## config.mk

```make
export PLATFORM = sky130hd
export DESIGN_NAME = sparse_polynomial_term_table
export DESIGN_NICKNAME = d
export VERILOG_FILES = /design/src/design/spt_pkg.sv /design/src/design/spt_term_mem.sv /design/src/design/sparse_polynomial_term_table.sv
export SDC_FILE = /design/constraint.sdc
export NUM_CORES = 2
export LEC_CHECK = 0
export BUFFER_PORTS_ARGS = -buffer_cell sky130_fd_sc_hd__buf_2
export CAP_MARGIN = 20
export CORE_UTILIZATION = 25
export CTS_CLUSTER_DIAMETER = 30
export CTS_CLUSTER_SIZE = 24
export DETAILED_ROUTE_END_ITERATION = 12
export PLACE_DENSITY_LB_ADDON = 0.05
export SLEW_MARGIN = 25
export SYNTH_ARGS = -nofsm -noshare
export SYNTH_HDL_FRONTEND = slang
export SYNTH_SLANG_ARGS = --single-unit
```

## constraint.sdc

```tcl
create_clock -name i_clk -period 9.3 [get_ports i_clk]
set_input_delay 1.86 -clock i_clk [delete_from_list [all_inputs] [get_ports i_clk]]
set_output_delay 1.86 -clock i_clk [all_outputs]
set_load 0.01 [all_outputs]
```

## src/design/spt_pkg.sv

```systemverilog
`default_nettype none
package spt_pkg;

    typedef enum logic [1:0] {
        OP_INSERT = 2'd0,
        OP_DELETE = 2'd1,
        OP_ADD    = 2'd2,
        OP_NONE   = 2'd3
    } t_op;

    localparam logic [2:0] ST_OK        = 3'd0;
    localparam logic [2:0] ST_EMPTY     = 3'd1;
    localparam logic [2:0] ST_NOT_FOUND = 3'd2;
    localparam logic [2:0] ST_FULL      = 3'd3;
    localparam logic [2:0] ST_SUM_EMPTY = 3'd4;

    localparam int MAX_RESULTS = 32;

    typedef struct packed {
        logic [1:0]         operation;
        logic               which_poly;
        logic signed [15:0] exponent;
        logic signed [31:0] coefficient;
    } t_req;

    typedef struct packed {
        logic [2:0]         status;
        logic signed [15:0] sum_exponent;
        logic signed [31:0] sum_coefficient;
        logic               last;
    } t_res;

    // saturating add of two q16.16 values
    function automatic logic signed [31:0] sat_add(input logic signed [31:0] a,
                                                   input logic signed [31:0] b);
        logic signed [32:0] s;
        s = {a[31], a} + {b[31], b};
        if (s[32] != s[31]) begin
            sat_add = s[32] ? 32'sh8000_0000 : 32'sh7fff_ffff;
        end else begin
            sat_add = s[31:0];
        end
    endfunction

endpackage
`default_nettype wire

```

## src/design/spt_term_mem.sv

```systemverilog
`default_nettype none
// term storage: one exponent/coefficient memory, one read port, one write port
module spt_term_mem #(
    parameter int DEPTH = 32,
    parameter int AW    = 5
) (
    input  wire logic                i_clk,
    input  wire logic                i_we,
    input  wire logic [AW-1:0]       i_waddr,
    input  wire logic signed [15:0]  i_wexp,
    input  wire logic signed [31:0]  i_wcoef,
    input  wire logic [AW-1:0]       i_raddr,
    output logic signed [15:0]       o_rexp,
    output logic signed [31:0]       o_rcoef
);
    logic [47:0] r_mem [DEPTH];
    logic [47:0] r_rd;

    // write port
    always_ff @(posedge i_clk) begin
        if (i_we) begin
            r_mem[i_waddr] <= {i_wexp, i_wcoef};
        end
    end

    // registered read port
    always_ff @(posedge i_clk) begin
        r_rd <= r_mem[i_raddr];
    end

    assign o_rexp  = r_rd[47:32];
    assign o_rcoef = r_rd[31:0];
endmodule
`default_nettype wire

```

## src/design/sparse_polynomial_term_table.sv

```systemverilog
`default_nettype none
// sparse polynomial term table
// holds two sorted term tables, A and B, in one synchronous memory
// (A in the lower MAX_TERMS slots, B in the upper).
// request channel: i_start with i_req is taken when o_busy is low.
// result channel: o_valid strobes o_res for one cycle; the receiver cannot
// stall, so results are never held back.
// insert/delete: one result, strobed in the cycle o_busy falls. the sequencer
// scans the table entry by entry (read, then compare), then shifts entries
// one at a time (read, then write). entries scanned plus entries shifted
// stay within the table size.
// add: per emitted term the sequencer reads the A head, reads the B head,
// then compares and emits; one result per term, last on the final one; at
// most min(2*MAX_TERMS, MAX_RESULTS) results. both empty gives one
// sum-empty result.
// operation code 3 is dropped with no result and o_busy stays low.
// reset clears both term counts; memory contents need no clearing.
module sparse_polynomial_term_table #(
    parameter int MAX_TERMS = 16
) (
    input  wire logic            i_clk,
    input  wire logic            i_rst_n,
    input  wire logic            i_start,
    input  wire spt_pkg::t_req   i_req,
    output logic                 o_busy,
    output logic                 o_valid,
    output spt_pkg::t_res        o_res
);
    localparam int DEPTH = 2 * MAX_TERMS;
    localparam int AW    = (DEPTH > 1) ? $clog2(DEPTH) : 1;
    localparam int CW    = $clog2(MAX_TERMS + 1);
    localparam int KW    = $clog2(spt_pkg::MAX_RESULTS + 1);

    typedef enum logic [9:0] {
        S_IDLE  = 10'b0000000001,
        S_SCAN  = 10'b0000000010,
        S_CHK   = 10'b0000000100,
        S_MRG   = 10'b0000001000,
        S_SHR   = 10'b0000010000,
        S_SHW   = 10'b0000100000,
        S_RDA   = 10'b0001000000,
        S_RDB   = 10'b0010000000,
        S_EMIT  = 10'b0100000000,
        S_DONE  = 10'b1000000000
    } t_state;

    t_state r_state, n_state;
    logic [CW-1:0] r_cnt [2];
    logic [CW-1:0] n_cnt0, n_cnt1;
    spt_pkg::t_req r_req, n_req;
    logic [CW-1:0] r_i, n_i, r_j, n_j;
    logic [KW-1:0] r_k, n_k;
    logic signed [15:0] r_ea, n_ea;
    logic signed [31:0] r_ca, n_ca;
    logic r_valid, n_valid;
    spt_pkg::t_res r_res, n_res;

    logic              we;
    logic [AW-1:0]     waddr, raddr;
    logic signed [15:0] wexp, rexp;
    logic signed [31:0] wcoef, rcoef;

    spt_term_mem #(.DEPTH(DEPTH), .AW(AW)) u_mem (
        .i_clk   (i_clk),
        .i_we    (we),
        .i_waddr (waddr),
        .i_wexp  (wexp),
        .i_wcoef (wcoef),
        .i_raddr (raddr),
        .o_rexp  (rexp),
        .o_rcoef (rcoef)
    );

    // slot address of entry idx in table p
    function automatic logic [AW-1:0] slot(input logic p, input logic [CW-1:0] idx);
        logic [AW:0] a;
        a = (AW+1)'(idx) + (p ? (AW+1)'(MAX_TERMS) : '0);
        slot = a[AW-1:0];
    endfunction

    logic [CW-1:0] sel_cnt;
    logic          a_left, b_left;
    assign sel_cnt = r_cnt[r_req.which_poly];
    assign a_left  = r_i < r_cnt[0];
    assign b_left  = r_j < r_cnt[1];

    // sequencer
    always_comb begin
        n_state = r_state;
        n_cnt0  = r_cnt[0];
        n_cnt1  = r_cnt[1];
        n_req   = r_req;
        n_i = r_i; n_j = r_j; n_k = r_k;
        n_ea = r_ea; n_ca = r_ca;
        n_valid = 1'b0;
        n_res   = '0;
        we = 1'b0; waddr = '0; wexp = '0; wcoef = '0;
        raddr = slot(r_req.which_poly, r_i);
        case (r_state)
            S_IDLE: begin
                if (i_start) begin
                    n_req = i_req;
                    n_i = '0; n_j = '0; n_k = '0;
                    case (i_req.operation)
                        spt_pkg::OP_INSERT, spt_pkg::OP_DELETE: n_state = S_SCAN;
                        spt_pkg::OP_ADD: n_state = S_RDA;
                        default: n_state = S_IDLE;
                    endcase
                end
            end
            // issue read of entry r_i (or finish when past end)
            S_SCAN: begin
                raddr = slot(r_req.which_poly, r_i);
                if (r_i < sel_cnt) begin
                    n_state = S_CHK;
                end else begin
                    n_state = S_MRG;
                end
            end
            S_CHK: begin
                if (rexp < r_req.exponent) begin
                    n_i = r_i + 1'b1;
                    n_state = S_SCAN;
                end else begin
                    n_ea = rexp; n_ca = rcoef;
                    n_state = S_MRG;
                end
            end
            // decide at position r_i
            S_MRG: begin
                n_valid = 1'b1;
                n_res.last = 1'b1;
                n_state = S_IDLE;
                if (r_req.operation == spt_pkg::OP_INSERT) begin
                    if (r_i < sel_cnt && r_ea == r_req.exponent) begin
                        we = 1'b1; waddr = slot(r_req.which_poly, r_i);
                        wexp = r_ea; wcoef = spt_pkg::sat_add(r_ca, r_req.coefficient);
                        n_res.status = spt_pkg::ST_OK;
                    end else if (sel_cnt >= CW'(MAX_TERMS)) begin
                        n_res.status = spt_pkg::ST_FULL;
                    end else begin
                        // shift up from the top, r_j walks down
                        n_valid = 1'b0;
                        n_j = sel_cnt;
                        n_state = S_SHR;
                    end
                end else begin
                    if (sel_cnt == '0) begin
                        n_res.status = spt_pkg::ST_EMPTY;
                    end else if (!(r_i < sel_cnt) || r_ea != r_req.exponent) begin
                        n_res.status = spt_pkg::ST_NOT_FOUND;
                    end else begin
                        n_valid = 1'b0;
                        n_j = r_i;
                        n_state = S_SHR;
                    end
                end
            end
            // read source entry of one shift step, or end the shift (insert writes the new term) and update the count
            S_SHR: begin
                if (r_req.operation == spt_pkg::OP_INSERT) begin
                    if (r_j == r_i) begin
                        we = 1'b1; waddr = slot(r_req.which_poly, r_i);
                        wexp = r_req.exponent; wcoef = r_req.coefficient;
                        if (r_req.which_poly) n_cnt1 = r_cnt[1] + 1'b1;
                        else n_cnt0 = r_cnt[0] + 1'b1;
                        n_state = S_DONE;
                    end else begin
                        raddr = slot(r_req.which_poly, r_j - 1'b1);
                        n_state = S_SHW;
                    end
                end else begin
                    if (r_j + 1'b1 >= sel_cnt) begin
                        if (r_req.which_poly) n_cnt1 = r_cnt[1] - 1'b1;
                        else n_cnt0 = r_cnt[0] - 1'b1;
                        n_state = S_DONE;
                    end else begin
                        raddr = slot(r_req.which_poly, r_j + 1'b1);
                        n_state = S_SHW;
                    end
                end
            end
            S_SHW: begin
                we = 1'b1; waddr = slot(r_req.which_poly, r_j);
                wexp = rexp; wcoef = rcoef;
                if (r_req.operation == spt_pkg::OP_INSERT) n_j = r_j - 1'b1;
                else n_j = r_j + 1'b1;
                n_state = S_SHR;
            end
            S_DONE: begin
                n_valid = 1'b1;
                n_res.status = spt_pkg::ST_OK;
                n_res.last = 1'b1;
                n_state = S_IDLE;
            end
            // merge: fetch head of A then head of B; both empty gives a sum-empty result
            S_RDA: begin
                raddr = slot(1'b0, r_i);
                n_state = S_RDB;
                if (r_cnt[0] == '0 && r_cnt[1] == '0) begin
                    n_valid = 1'b1;
                    n_res.status = spt_pkg::ST_SUM_EMPTY;
                    n_res.last = 1'b1;
                    n_state = S_IDLE;
                end
            end
            S_RDB: begin
                raddr = slot(1'b1, r_j);
                n_ea = rexp; n_ca = rcoef;
                n_state = S_EMIT;
            end
            S_EMIT: begin
                n_valid = 1'b1;
                n_res.status = spt_pkg::ST_OK;
                if (!b_left || (a_left && r_ea < rexp)) begin
                    n_res.sum_exponent = r_ea; n_res.sum_coefficient = r_ca;
                    n_i = r_i + 1'b1;
                end else if (!a_left || rexp < r_ea) begin
                    n_res.sum_exponent = rexp; n_res.sum_coefficient = rcoef;
                    n_j = r_j + 1'b1;
                end else begin
                    n_res.sum_exponent = r_ea;
                    n_res.sum_coefficient = spt_pkg::sat_add(r_ca, rcoef);
                    n_i = r_i + 1'b1;
                    n_j = r_j + 1'b1;
                end
                n_k = r_k + 1'b1;
                if ((n_i >= r_cnt[0] && n_j >= r_cnt[1])
                        || n_k >= KW'(spt_pkg::MAX_RESULTS)) begin
                    n_res.last = 1'b1;
                    n_state = S_IDLE;
                end else begin
                    n_state = S_RDA;
                end
            end
            default: n_state = S_IDLE;
        endcase
    end

    // control registers
    always_ff @(posedge i_clk) begin
        if (!i_rst_n) begin
            r_state <= S_IDLE;
            r_cnt[0] <= '0;
            r_cnt[1] <= '0;
            r_valid <= 1'b0;
        end else begin
            r_state <= n_state;
            r_cnt[0] <= n_cnt0;
            r_cnt[1] <= n_cnt1;
            r_valid <= n_valid;
        end
    end

    // payload registers
    always_ff @(posedge i_clk) begin
        r_req <= n_req;
        r_i <= n_i; r_j <= n_j; r_k <= n_k;
        r_ea <= n_ea; r_ca <= n_ca;
        r_res <= n_res;
    end

    assign o_busy  = (r_state != S_IDLE);
    assign o_valid = r_valid;
    assign o_res   = r_res;

    // counts never exceed capacity
    a_cnt: assert property (@(posedge i_clk) disable iff (!i_rst_n)
        r_cnt[0] <= CW'(MAX_TERMS) && r_cnt[1] <= CW'(MAX_TERMS))
        else $error("term count overflow");
    // no shift starts from idle without a request
    a_idle_out: assert property (@(posedge i_clk) disable iff (!i_rst_n)
        (r_state == S_IDLE && !(i_start)) |=> !(r_state == S_SHW))
        else $error("shift without request");
    // counts change only at the end of an insert or delete
    a_cnt_stable: assert property (@(posedge i_clk) disable iff (!i_rst_n)
        (r_state != S_SHR) |=> (r_cnt[0] == $past(r_cnt[0]) && r_cnt[1] == $past(r_cnt[1])))
        else $error("count changed outside shift");
endmodule
`default_nettype wire
```

==> impl_metrics.json <==
{
  "worstSetupPathType": "reg2reg",
  "cts_num_sinks": 1773,
  "cts_htree_levels": 5,
  "cp.arrival_ns": 6.81,
  "die-area_sq_um": 316000,
  "ir_worst_vdd_mv": 0.230,
  "synth_edf_count": 1651,
  "hold_path.class": "reg2reg",
  "grt_overflow": 0,
  "firstDrtPassIters": 8,
  "die_h_microns": 562,
  "crit_path_end_kind": "flip-flop",
  "finalSetupTns_ns": 0,
  "viasPerCell": 4.86,
  "cts-buffers-inserted": 480,
  "startpoint_type": "flip-flop",
  "gp_congestion": 0.786,
  "setup_viol": 0,
  "cap_violations": 0,
  "coreArea_sq_um": 312000,
  "design.portCount": 108,
  "yosysSeqAreaShare": 0.664,
  "grt_start_max_net_pins": 145,
  "portBuffers": 107,
  "path_clk_slew_ns": 0.04,
  "initial_core_util": 0.251,
  "leakagePower_nw": 38.3,
  "grtUsageTotal": 0.191,
  "yosys.area.top_type_share": 0.633,
  "worstSkewPairLatency_ns": 0.98,
  "worstPathRequired_ns": 10.15,
  "critPathMaxFanout": 29,
  "route.detailed.drc": 0,
  "dr.first_iter.drc_count": 3510,
  "synthTopCellsByArea": "edfxtp_1 (63%), o211ai_1 (5.6%), mux2i_1 (4.6%), dfxtp_1 (3.1%), nand2_1 (2.5%)",
  "status": "finished, final reports clean",
  "syn_area_sq_um": 78400,
  "drt_wl_total_mm": 308,
  "area_growth_pct": 29.8,
  "post_cts_resized": 0,
  "rows": 205,
  "yosys_register_bits": 1773,
  "grt_pass1_vias": 53500,
  "period_share": 0.641,
  "synth_top_flop_cell": "edfxtp_1",
  "fillers": 30800,
  "p_per_area_nw_per_um2": 307,
  "slew-limit-headroom": 0.207,
  "cts_tree": "built",
  "drive_above_1_share": 0.197,
  "rsz0062_at_grt": "false",
  "wl_per_cell_microns": 28.7,
  "post-cts-setup-buffers": 0,
  "cts_hold_repair.buffers": 0,
  "antenna_found_initial": 12,
  "maxSlewViolCount": 0,
  "synthDistinctLibCells": 88,
  "ant_nets": 0,
  "grt_pass1_wl_mm": 429,
  "synth_async_sr_flop_share": 0,
  "yosysWarnings": 0,
  "fin_nets": 6350,
  "finalCriticalPeriod_ns": 5.96,
  "ctsRootBufferMaster": "clkbuf_16",
  "tightest_slew_ns": 1.19,
  "dieWidth_microns": 562,
  "syn_area_per_cell_sq_um": 13.6,
  "synth.largest_area_cell": "edfxtp_1",
  "hold_viol": 0,
  "clockBufferDepth": 4,
  "clock_skew_ns": 0.0686,
  "hpwl_mm": 172,
  "syn_nets": 5975,
  "power.total_mw": 31.2,
  "fmax_mhz": 168,
  "yosysMostFrequentCell": "edfxtp_1",
  "vias": 52100,
  "synth_commonest_cells": "edfxtp_1 (1651), o211ai_1 (586), nand2_1 (532)",
  "syn_inst": 5783
}
## cell families after synthesis
group | after synthesis | synth area share
DFF | 1773 | 0.664
adders and majority gates | 139 | 0.0225
buffers and inverters | 774 | 0.0411
muxes | 458 | 0.0601
and+or+nand+nor | 1079 | 0.0621
AOI/OAI and AO/OA | 1464 | 0.140
xor gates and xnor gates | 96 | 0.0107
## registers in the layout (all words and copies together), names as in the netlist, named ones only
register	cells
r_cnt	10
u_mem.r_mem	1536
r_ea	16
r_ca	32
r_req	51
r_k	6
u_mem.r_rd	48
r_i	5
o_valid	1
r_j	5
o_res	52
r_state	10
## area by class of cell
class,count,area (sq um),area share
Sequential cell,1773,52000,0.511
Multi-Input combinational cell,3236,23800,0.234
Clock buffer,574,12500,0.123
Tap cell,4140,5180,0.0509
Clock inverter,335,4380,0.0431
Timing Repair Buffer,292,2390,0.0235
Inverter,375,1410,0.0139
Antenna cell,5,12.5,0.000123
## final timing paths
path                     from             to  slack (ns)  cells after the start
setup / recovery       r_j[0]  u_mem.r_rd[4]        3.34                     14
hold / removal    r_cnt[1][4]    r_cnt[1][4]        0.54                      2
setup reg to reg       r_j[0]  u_mem.r_rd[4]        3.34                     14
hold reg to reg   r_cnt[1][4]    r_cnt[1][4]        0.54                      2
## worst max-delay path: stages (launching register included)
cell,delay (ns)
edfxtp_1,0.45
buf_4,0.33
ha_1,0.26
xor2_1,0.29
ha_1,0.32
a21o_1,0.18
a31oi_1,0.55
o21ai_1,0.27
a21oi_1,0.24
o211ai_2,0.27
nor2_2,0.48
or3_4,0.73
buf_4,0.63
o2111ai_1,0.46
a2111oi_2,0.38
## placed cells by master (no fill, tap or decap), types with 80 or more instances in the layout
cell type and instances:
buf_4 153, mux2_2 97, clkinv_2 85, dfxtp_1 122, clkbuf_16 481, o211ai_1 586, clkbuf_1 80, clkinv_1 98
nand2_1 532, mux2i_1 361, a21o_1 196, nor2_1 121, bufinv_16 90, edfxtp_1 1651, buf_2 107, nand3_1 229
a21oi_1 167, ha_1 134, inv_1 358
## layer usage
layer,vias to the layer above,track usage,part of all wire
met5,-,0,0
met4,0,0.0509,0.022
met3,448,0.0307,0.048
met2,1474,0.299,0.45
met1,27000,0.273,0.48
li1,23200,-,-
## power by group
part / switching, mW / internal (mW)
sequential: 0.440 / 8.81
combinational: 3.39 / 1.51
clock: 5.12 / 12.0
## metrics by stage
stage          worst slack, ns  instances  hold slack [ns]   util  instance area, sq um
3_5_place_dp              3.32       9813            0.530  0.272                 84700
3_3_place_gp              3.29       9804            0.532  0.271                 84500
4_1_cts                   3.31      10700            0.538  0.326                102000
6_report                  3.34      10700            0.539  0.326                102000
2_1_floorplan             2.47       5783            0.444      -                 78400
5_1_grt                   2.97      10700            0.571  0.326                102000
Note: power is estimated with default switching activity, not from simulation.
